<file path="config.mk">
export PLATFORM = sky130hd
export DESIGN_NAME = sstv_vis_header_detector_unit
export DESIGN_NICKNAME = d
export VERILOG_FILES = /design/src/rtl/core/svhd_pkg.sv /design/src/rtl/core/svhd_ram.sv /design/src/rtl/core/sstv_vis_header_detector_unit.sv
export SDC_FILE = /design/constraint.sdc
export NUM_CORES = 1
export LEC_CHECK = 0
export BUFFER_PORTS_ARGS = -buffer_cell sky130_fd_sc_hd__buf_2
export CAP_MARGIN = 40
export CORE_AREA = 2 2 343 345
export CTS_BUF_LIST = sky130_fd_sc_hd__clkbuf_8
export DETAILED_ROUTE_END_ITERATION = 8
export DIE_AREA = 0 0 345 347
export PLACE_DENSITY = 0.39
export SYNTH_ARGS = -nofsm -noshare
export SYNTH_HDL_FRONTEND = slang
export SYNTH_SLANG_ARGS = --single-unit
export TNS_END_PERCENT = 30
</file>
<file path="constraint.sdc">
create_clock -name clk -period 6.3 [get_ports clk]
set_clock_uncertainty 0.15 [all_clocks]
set_input_delay 0 -clock clk [delete_from_list [all_inputs] [get_ports clk]]
set_output_delay 0 -clock clk [all_outputs]
set_load 0.01 [all_outputs]
</file>
<file path="src/rtl/core/svhd_pkg.sv">
`timescale 1ns / 1ps
`default_nettype none

package svhd_pkg;

  localparam int unsigned TONE_W       = 12;
  localparam int unsigned WINDOW_SLOTS = 45;
  localparam int unsigned IDX_W        = $clog2(WINDOW_SLOTS + 1);
  localparam int unsigned PC_W         = 4;
  localparam int unsigned BITS_N       = 8;
  localparam int unsigned CODE_W       = 7;
  localparam int unsigned SHIFT_W      = 13;
  localparam int unsigned DIFF_W       = TONE_W + 2;
  localparam int unsigned DROP_SLOTS   = 3;

  localparam logic [1:0] STATUS_NONE    = 2'd0;
  localparam logic [1:0] STATUS_BAD_BIT = 2'd1;
  localparam logic [1:0] STATUS_PARITY  = 2'd2;
  localparam logic [1:0] STATUS_VALID   = 2'd3;

  localparam logic signed [DIFF_W-1:0] LEAD_LO = -14'sd25;
  localparam logic signed [DIFF_W-1:0] LEAD_HI = 14'sd25;
  localparam logic signed [DIFF_W-1:0] SYNC_LO = -14'sd725;
  localparam logic signed [DIFF_W-1:0] SYNC_HI = -14'sd675;
  localparam logic signed [DIFF_W-1:0] ZERO_LO = -14'sd625;
  localparam logic signed [DIFF_W-1:0] ZERO_HI = -14'sd575;
  localparam logic signed [DIFF_W-1:0] ONE_LO  = -14'sd825;
  localparam logic signed [DIFF_W-1:0] ONE_HI  = -14'sd775;
  localparam logic signed [SHIFT_W-1:0] CENTER_HZ = 13'sd1900;

  typedef enum logic [1:0] {
    OP_REF  = 2'd0,
    OP_LEAD = 2'd1,
    OP_SYNC = 2'd2,
    OP_BIT  = 2'd3
  } op_t;

  typedef struct packed {
    op_t              op;
    logic [IDX_W-1:0] offset;
    logic             last;
  } cw_t;

  typedef enum logic [3:0] {
    ST_IDLE = 4'b0001,
    ST_ADDR = 4'b0010,
    ST_EVAL = 4'b0100,
    ST_POST = 4'b1000
  } state_t;

  // Program for one (phase, reference) attempt. The reference read is offset by
  // the reference slot, every other read by the bit phase.
  function automatic cw_t program_rom(input logic [PC_W-1:0] pc);
    cw_t cw;
    cw = '{op: OP_BIT, offset: '0, last: 1'b0};
    unique case (pc)
      4'd0:    cw = '{op: OP_REF,  offset: IDX_W'(0),  last: 1'b0};
      4'd1:    cw = '{op: OP_LEAD, offset: IDX_W'(3),  last: 1'b0};
      4'd2:    cw = '{op: OP_LEAD, offset: IDX_W'(6),  last: 1'b0};
      4'd3:    cw = '{op: OP_LEAD, offset: IDX_W'(9),  last: 1'b0};
      4'd4:    cw = '{op: OP_LEAD, offset: IDX_W'(12), last: 1'b0};
      4'd5:    cw = '{op: OP_SYNC, offset: IDX_W'(15), last: 1'b0};
      4'd6:    cw = '{op: OP_SYNC, offset: IDX_W'(WINDOW_SLOTS - 3), last: 1'b0};
      4'd7:    cw = '{op: OP_BIT,  offset: IDX_W'(18), last: 1'b0};
      4'd8:    cw = '{op: OP_BIT,  offset: IDX_W'(21), last: 1'b0};
      4'd9:    cw = '{op: OP_BIT,  offset: IDX_W'(24), last: 1'b0};
      4'd10:   cw = '{op: OP_BIT,  offset: IDX_W'(27), last: 1'b0};
      4'd11:   cw = '{op: OP_BIT,  offset: IDX_W'(30), last: 1'b0};
      4'd12:   cw = '{op: OP_BIT,  offset: IDX_W'(33), last: 1'b0};
      4'd13:   cw = '{op: OP_BIT,  offset: IDX_W'(36), last: 1'b0};
      4'd14:   cw = '{op: OP_BIT,  offset: IDX_W'(39), last: 1'b1};
      default: cw = '{op: OP_BIT,  offset: IDX_W'(39), last: 1'b1};
    endcase
    return cw;
  endfunction

endpackage

`default_nettype wire

</file>
<file path="src/rtl/core/svhd_ram.sv">
`timescale 1ns / 1ps
`default_nettype none

module svhd_ram #(
  parameter int unsigned WIDTH = svhd_pkg::TONE_W,
  parameter int unsigned DEPTH = svhd_pkg::WINDOW_SLOTS,
  localparam int unsigned AW   = $clog2(DEPTH)
) (
  input  wire logic             clk,
  input  wire logic             we,
  input  wire logic [AW-1:0]    waddr,
  input  wire logic [WIDTH-1:0] wdata,
  input  wire logic [AW-1:0]    raddr,
  output logic      [WIDTH-1:0] rdata
);

  logic [WIDTH-1:0] mem [DEPTH];

  always_ff @(posedge clk) begin
    if (we) begin
      mem[waddr] <= wdata;
    end
    rdata <= mem[raddr];
  end

endmodule

`default_nettype wire

</file>
<file path="src/rtl/core/sstv_vis_header_detector_unit.sv">
// SSTV VIS header detector.
// Input channel: one 12-bit tone estimate per word (in_valid, in_stall, tone_hz).
// Output channel: one result word (out_valid, out_stall, status, vis_code,
// freq_shift) for every input word that fills the 45-slot window.
// A word that does not fill the window is stored and gives no result.
// The word that fills it starts a search of three bit phases by three reference
// slots; each program step passes through ST_ADDR and then ST_EVAL, because of the
// registered read port of the window memory. ST_POST then moves the result
// into the output register. in_stall is high during the search and the move.
// A result waits in the output register while out_stall is high; new words are
// still taken meanwhile, but a finished search waits until that register is free.
// After a valid code the window is emptied; after any other result the three
// oldest slots are dropped.
// Reset empties the window and the output register; in_stall is high during reset.
`timescale 1ns / 1ps
`default_nettype none

module sstv_vis_header_detector_unit (
  input  wire logic                clk,
  input  wire logic                rst,
  input  wire logic                in_valid,
  output logic                     in_stall,
  input  wire logic [11:0]         tone_hz,
  output logic                     out_valid,
  input  wire logic                out_stall,
  output logic [1:0]               status,
  output logic [6:0]               vis_code,
  output logic signed [12:0]       freq_shift
);

  localparam int unsigned IW = svhd_pkg::IDX_W;
  localparam int unsigned AW = $clog2(svhd_pkg::WINDOW_SLOTS);
  localparam logic [IW:0] SLOTS_X = (IW + 1)'(svhd_pkg::WINDOW_SLOTS);

  svhd_pkg::state_t state;
  logic [svhd_pkg::PC_W-1:0]   pc;
  logic [1:0]                  ph_p;
  logic [1:0]                  ph_r;
  logic [IW-1:0]               base;
  logic [IW-1:0]               count;
  logic [svhd_pkg::TONE_W-1:0] ref_tone;
  logic [svhd_pkg::BITS_N-1:0] bits;
  logic [1:0]                  res_status;
  logic [svhd_pkg::CODE_W-1:0] res_code;
  logic signed [svhd_pkg::SHIFT_W-1:0] res_shift;

  svhd_pkg::cw_t               cw;
  logic [IW-1:0]               logical;
  logic [IW:0]                 rsum;
  logic [IW:0]                 wsum;
  logic [IW:0]                 bsum;
  logic [IW-1:0]               raddr_full;
  logic [IW-1:0]               waddr_full;
  logic [IW-1:0]               base_next;
  logic [svhd_pkg::TONE_W-1:0] rdata;
  logic signed [svhd_pkg::DIFF_W-1:0] diff;
  logic                        in_lead;
  logic                        in_sync;
  logic                        in_zero;
  logic                        in_one;
  logic [svhd_pkg::BITS_N-1:0] bits_next;
  logic                        parity_ok;
  logic                        accept;
  logic                        out_free;

  assign cw      = svhd_pkg::program_rom(pc);
  assign logical = cw.offset + ((cw.op == svhd_pkg::OP_REF) ? IW'(ph_r) : IW'(ph_p));

  assign rsum       = {1'b0, base} + {1'b0, logical};
  assign raddr_full = (rsum >= SLOTS_X) ? IW'(rsum - SLOTS_X) : rsum[IW-1:0];
  assign wsum       = {1'b0, base} + {1'b0, count};
  assign waddr_full = (wsum >= SLOTS_X) ? IW'(wsum - SLOTS_X) : wsum[IW-1:0];
  assign bsum       = {1'b0, base} + (IW + 1)'(svhd_pkg::DROP_SLOTS);
  assign base_next  = (bsum >= SLOTS_X) ? IW'(bsum - SLOTS_X) : bsum[IW-1:0];

  assign diff = $signed({2'b00, rdata}) - $signed({2'b00, ref_tone});
  assign in_lead = (diff >= svhd_pkg::LEAD_LO) && (diff <= svhd_pkg::LEAD_HI);
  assign in_sync = (diff >= svhd_pkg::SYNC_LO) && (diff <= svhd_pkg::SYNC_HI);
  assign in_zero = (diff >= svhd_pkg::ZERO_LO) && (diff <= svhd_pkg::ZERO_HI);
  assign in_one  = (diff >= svhd_pkg::ONE_LO) && (diff <= svhd_pkg::ONE_HI);

  assign bits_next = {in_one, bits[svhd_pkg::BITS_N-1:1]};
  assign parity_ok = ((^bits_next[svhd_pkg::CODE_W-1:0]) == bits_next[svhd_pkg::BITS_N-1]);

  assign in_stall = rst || (state != svhd_pkg::ST_IDLE);
  assign accept   = in_valid && !in_stall;
  assign out_free = !out_valid || !out_stall;

  svhd_ram #(
    .WIDTH(svhd_pkg::TONE_W),
    .DEPTH(svhd_pkg::WINDOW_SLOTS)
  ) u_window (
    .clk  (clk),
    .we   (accept),
    .waddr(waddr_full[AW-1:0]),
    .wdata(tone_hz),
    .raddr(raddr_full[AW-1:0]),
    .rdata(rdata)
  );

  always_ff @(posedge clk) begin
    if (rst) begin
      state     <= svhd_pkg::ST_IDLE;
      pc        <= '0;
      ph_p      <= '0;
      ph_r      <= '0;
      base      <= '0;
      count     <= '0;
      out_valid <= 1'b0;
    end else begin
      if (state == svhd_pkg::ST_POST && out_free) begin
        out_valid <= 1'b1;
      end else if (out_valid && !out_stall) begin
        out_valid <= 1'b0;
      end
      unique case (state)
        svhd_pkg::ST_IDLE: begin
          if (accept) begin
            if (count == IW'(svhd_pkg::WINDOW_SLOTS - 1)) begin
              pc    <= '0;
              ph_p  <= '0;
              ph_r  <= '0;
              state <= svhd_pkg::ST_ADDR;
            end else begin
              count <= count + IW'(1);
            end
          end
        end
        svhd_pkg::ST_ADDR: begin
          state <= svhd_pkg::ST_EVAL;
        end
        svhd_pkg::ST_EVAL: begin
          priority if (cw.op == svhd_pkg::OP_REF) begin
            ref_tone <= rdata;
            pc       <= pc + svhd_pkg::PC_W'(1);
            state    <= svhd_pkg::ST_ADDR;
          end else if ((cw.op == svhd_pkg::OP_LEAD && !in_lead) ||
                       (cw.op == svhd_pkg::OP_SYNC && !in_sync)) begin
            pc <= '0;
            if (ph_r == 2'd2) begin
              ph_r <= '0;
              if (ph_p == 2'd2) begin
                res_status <= svhd_pkg::STATUS_NONE;
                res_code   <= '0;
                res_shift  <= '0;
                state      <= svhd_pkg::ST_POST;
              end else begin
                ph_p  <= ph_p + 2'd1;
                state <= svhd_pkg::ST_ADDR;
              end
            end else begin
              ph_r  <= ph_r + 2'd1;
              state <= svhd_pkg::ST_ADDR;
            end
          end else if (cw.op == svhd_pkg::OP_LEAD || cw.op == svhd_pkg::OP_SYNC) begin
            pc    <= pc + svhd_pkg::PC_W'(1);
            state <= svhd_pkg::ST_ADDR;
          end else if (!in_zero && !in_one) begin
            res_status <= svhd_pkg::STATUS_BAD_BIT;
            res_code   <= '0;
            res_shift  <= '0;
            state      <= svhd_pkg::ST_POST;
          end else if (!cw.last) begin
            bits  <= bits_next;
            pc    <= pc + svhd_pkg::PC_W'(1);
            state <= svhd_pkg::ST_ADDR;
          end else begin
            res_code <= bits_next[svhd_pkg::CODE_W-1:0];
            if (parity_ok) begin
              res_status <= svhd_pkg::STATUS_VALID;
              res_shift  <= $signed({1'b0, ref_tone}) - svhd_pkg::CENTER_HZ;
            end else begin
              res_status <= svhd_pkg::STATUS_PARITY;
              res_shift  <= '0;
            end
            state <= svhd_pkg::ST_POST;
          end
        end
        svhd_pkg::ST_POST: begin
          if (out_free) begin
            status     <= res_status;
            vis_code   <= res_code;
            freq_shift <= res_shift;
            if (res_status == svhd_pkg::STATUS_VALID) begin
              count <= '0;
            end else begin
              base  <= base_next;
              count <= IW'(svhd_pkg::WINDOW_SLOTS - svhd_pkg::DROP_SLOTS);
            end
            state <= svhd_pkg::ST_IDLE;
          end
        end
        default: begin
          state <= svhd_pkg::ST_IDLE;
        end
      endcase
    end
  end

endmodule

`default_nettype wire

</file>
==> results.py <==
metrics = {
    "sta": {
        "rsz0062_at_grt": "no",
        "fmax_mhz": 167,
        "period_share_pct": 95.2,
        "fin_crit_ns": 6.00,
        "tightest_slew_ns": 0.957,
        "slew_headroom_pct": 35.7,
        "hold_viol_final": 0,
        "setup_viol": 0,
        "maxSlewViolCount": 0,
        "fin_tns_setup_ns": 0,
    },
    "critical_path": {
        "worstPathCellList": "inv_1, ha_1, o21ai_0, ha_1, inv_1, fa_1, fa_4, ha_2, or3_1, a32oi_1, o211ai_1, buf_12, xnor2_2, buf_12, buf_16, mux4_2, nand2_1, nand3_1, nand3_2, o31ai_1",
        "endpoint_kind": "flop",
        "slowest_stage": "fa_4",
        "arrival_ns": 6.41,
        "r2r_cells": 20,
        "slowest_delay_ns": 0.69,
        "r2r_end": "u_window.rdata[8]",
        "r2r-start": "cw[7]",
        "path_max_fanout": 34,
        "cp.required_ns": 6.72,
        "rrSetupSlack_ns": 0.30,
        "crit_type": "reg2reg",
        "cp-start-kind": "flop",
    },
    "final_layout": {
        "nets": 2201,
        "final_cell_mix": "603 x edfxtp_1, 156 x nand2_1, 115 x mux2i_1, 113 x clkbuf_8, 105 x nor2_1",
        "mostFrequentLayoutCell": "edfxtp_1",
        "fill_cells": 11600,
        "multi_input_area_um2": 9400,
        "syn2layout_area_growth_pct": 19.4,
        "drive_gt1_share_pct": 20.7,
        "final-seq-area_um2": 19000,
    },
    "status": {
        "status": "finished clean",
    },
    "synthesis": {
        "syn_inst": 1937,
        "yosysTopAreaCell": "edfxtp_1",
        "async_flop_share_pct": 0,
        "synthFlopType": "edfxtp_1",
        "avgSynthCellArea_um2": 14.9,
        "synth_top_area_share_pct": 62.8,
        "yosysUniqueCellTypes": 77,
        "ys_ff_latch": 649,
        "synth_area_um2": 28800,
        "ys_top_cells_by_area": "edfxtp_1 63%, mux4_2 7.7%, mux2i_1 4.0%, dfxtp_1 3.2%, ha_1 2.0%",
        "syn_nets": 2004,
        "synth_edf_count": 603,
        "seq_area_frac_synth_pct": 66.0,
        "yosysWarnings": 0,
    },
    "clock_network": {
        "tritoncts": "yes",
        "cts_setup_buffers": 0,
        "clkSinkCount": 649,
        "cts_buffers": 112,
        "clkLatencyLatePin_ns": 0.77,
        "clk_pin_slew_ns": 0.06,
        "root_buffer": "clkbuf_8",
        "clockBufferDepth": 3,
        "htreeDepth": 3,
    },
    "placed_design": {
        "io_buffer_count": 39,
        "gp_congestion": 0.810,
        "dp.final_hpwl_um": 56800,
    },
    "routing": {
        "drt-initial-drc-count": 1348,
        "vias": 17700,
        "ant_nets": 0,
        "vias_per_cell": 4.72,
        "wl_per_cell_um": 22.6,
        "drc": 0,
        "wl_um": 84900,
        "firstDrtPassIters": 5,
    },
    "floorplan": {
        "rows": 125,
        "ioPinCount": 40,
        "die_h_um": 347,
        "initial_core_util_pct": 24.9,
        "die_area_um2": 120000,
        "core_area_um2": 116000,
        "fp.dieW_um": 345,
    },
    "global_routing": {
        "grt_pass1_vias": 18100,
        "antenna_found_initial": 6,
        "track_usage_pct": 14.0,
        "overflow": 0,
        "grt_start_max_net_pins": 46,
        "grt_pass1_wl_um": 125000,
    },
    "hold_path": {
        "min_to": "u_window.mem[42][6]",
        "hold-path-cell-count": 2,
        "holdCritStartpoint": "tone_hz[6]",
        "hp-class": "in2reg",
    },
    "run": {
        "drv_cap": 0,
    },
    "power_and_ir_drop": {
        "power_mw": 9.05,
        "ir_drop_mv": 0.136,
        "p_leak_nw": 12.1,
        "power_density_nw_per_um2": 263,
    },
}
## worst max path at each step
| stage | start | slack (ns) | end |
|---|---|---|---|
| 2_1_floorplan | cw[7] | 0.90 | u_window.rdata[8] |
| 3_3_place_gp | cw[7] | 0.08 | u_window.rdata[8] |
| 3_5_place_dp | cw[7] | 0.07 | u_window.rdata[10] |
| 4_1_cts | cw[8] | 0.07 | u_window.rdata[10] |
| 5_1_grt | cw[7] | 0.002 | u_window.rdata[8] |
| 6_report | cw[7] | 0.30 | u_window.rdata[8] |
## cell type report
class / count / area share [%]
Antenna cell: 2 / 0.0145
Sequential cell: 649 / 55.2
Multi-Input combinational cell: 1144 / 27.3
Clock inverter: 91 / 1.92
Tap cell: 1524 / 5.54
Timing Repair Buffer: 177 / 4.92
Inverter: 50 / 0.545
Clock buffer: 113 / 4.52
## report_power, final
group,switching (mW),leakage (nW),total [mW],internal [mW]
sequential,0.0314,5.82,4.76,4.73
combinational,0.283,5.07,0.428,0.145
clock,1.81,1.24,3.86,2.05
total,2.12,12.1,9.05,6.93
## cell families after synthesis
| kind of cell | Yosys count | synth area share [%] |
|---|---|---|
| multiplexers | 228 | 12.3 |
| XOR/XNOR | 47 | 1.43 |
| flip-flops | 649 | 66.0 |
| buffers and inverters | 144 | 1.95 |
| AO/OA/AOI/OAI | 362 | 8.71 |
| adder cells (fa/ha/maj) | 51 | 2.32 |
| AND/OR/NAND/NOR | 456 | 7.37 |
## metrics by stage
stage	setup WS (ns)	cell area [µm²]	util [%]	std cells	hold WS (ns)
6_report	0.304	34400	29.8	3750	0.0738
3_5_place_dp	0.0715	32000	27.6	3523	0.195
4_1_cts	0.0710	34400	29.7	3748	0.00731
2_1_floorplan	0.903	28800	-	1937	-0.0511
3_3_place_gp	0.0770	31500	27.2	3494	0.190
5_1_grt	0.00175	34400	29.8	3748	0.0524
## routing by layer
| metal | vias to the layer above | global-route usage [%] | wire length [µm] |
|---|---|---|---|
| met5 | - | 0 | 20 |
| met1 | 9095 | 19.3 | 39200 |
| met3 | 132 | 2.23 | 3870 |
| li1 | 8017 | - | - |
| met4 | 2 | 3.71 | 1880 |
| met2 | 448 | 23.0 | 39900 |
## worst max-delay path: cells and delay by family, from the launching register on
family,cells,cell delay [ns]
XOR/XNOR,1,0.27
AND/OR/NAND/NOR,4,0.99
multiplexers,1,0.53
flip-flops,1,0.33
adder cells (fa/ha/maj),5,1.91
buffers and inverters,5,0.91
AO/OA/AOI/OAI,4,0.71
## timing repair
item | 4_1_cts | 5_1_grt
hold buffers | 21 | 0
hold endpoints to repair | 599 | 0
gates resized for setup | 0 | 11
setup endpoints to repair | 0 | 5
## registers in the layout, summed over array words and instances (netlist names)
name / flops
status: 2
vis_code: 7
res_shift: 13
pc: 4
base: 6
cw: 9
res_status: 2
state: 4
out_valid: 1
freq_shift: 13
ph_p: 2
u_window.rdata: 12
ref_tone: 12
count: 6
res_code: 7
ph_r: 2
bits: 7
u_window.mem: 540
## cell usage after synthesis (all sizes together), types with 12 or more instances
cell and number:
edfxtp 603, nand2 156, nor2 120, mux2i 116, mux4 99, a21oi 90
clkbuf 69, o21ai 59, inv 49, ha 47, dfxtp 46, nand3 43
o221ai 38, a211oi 32, xnor2 32, nor3 26, buf 25, nand2b 25
and2 24, o22ai 16, xor2 15, a21o 14, a211o 13, mux2 13
nor2b 12
(Power assumes the default switching activity.)
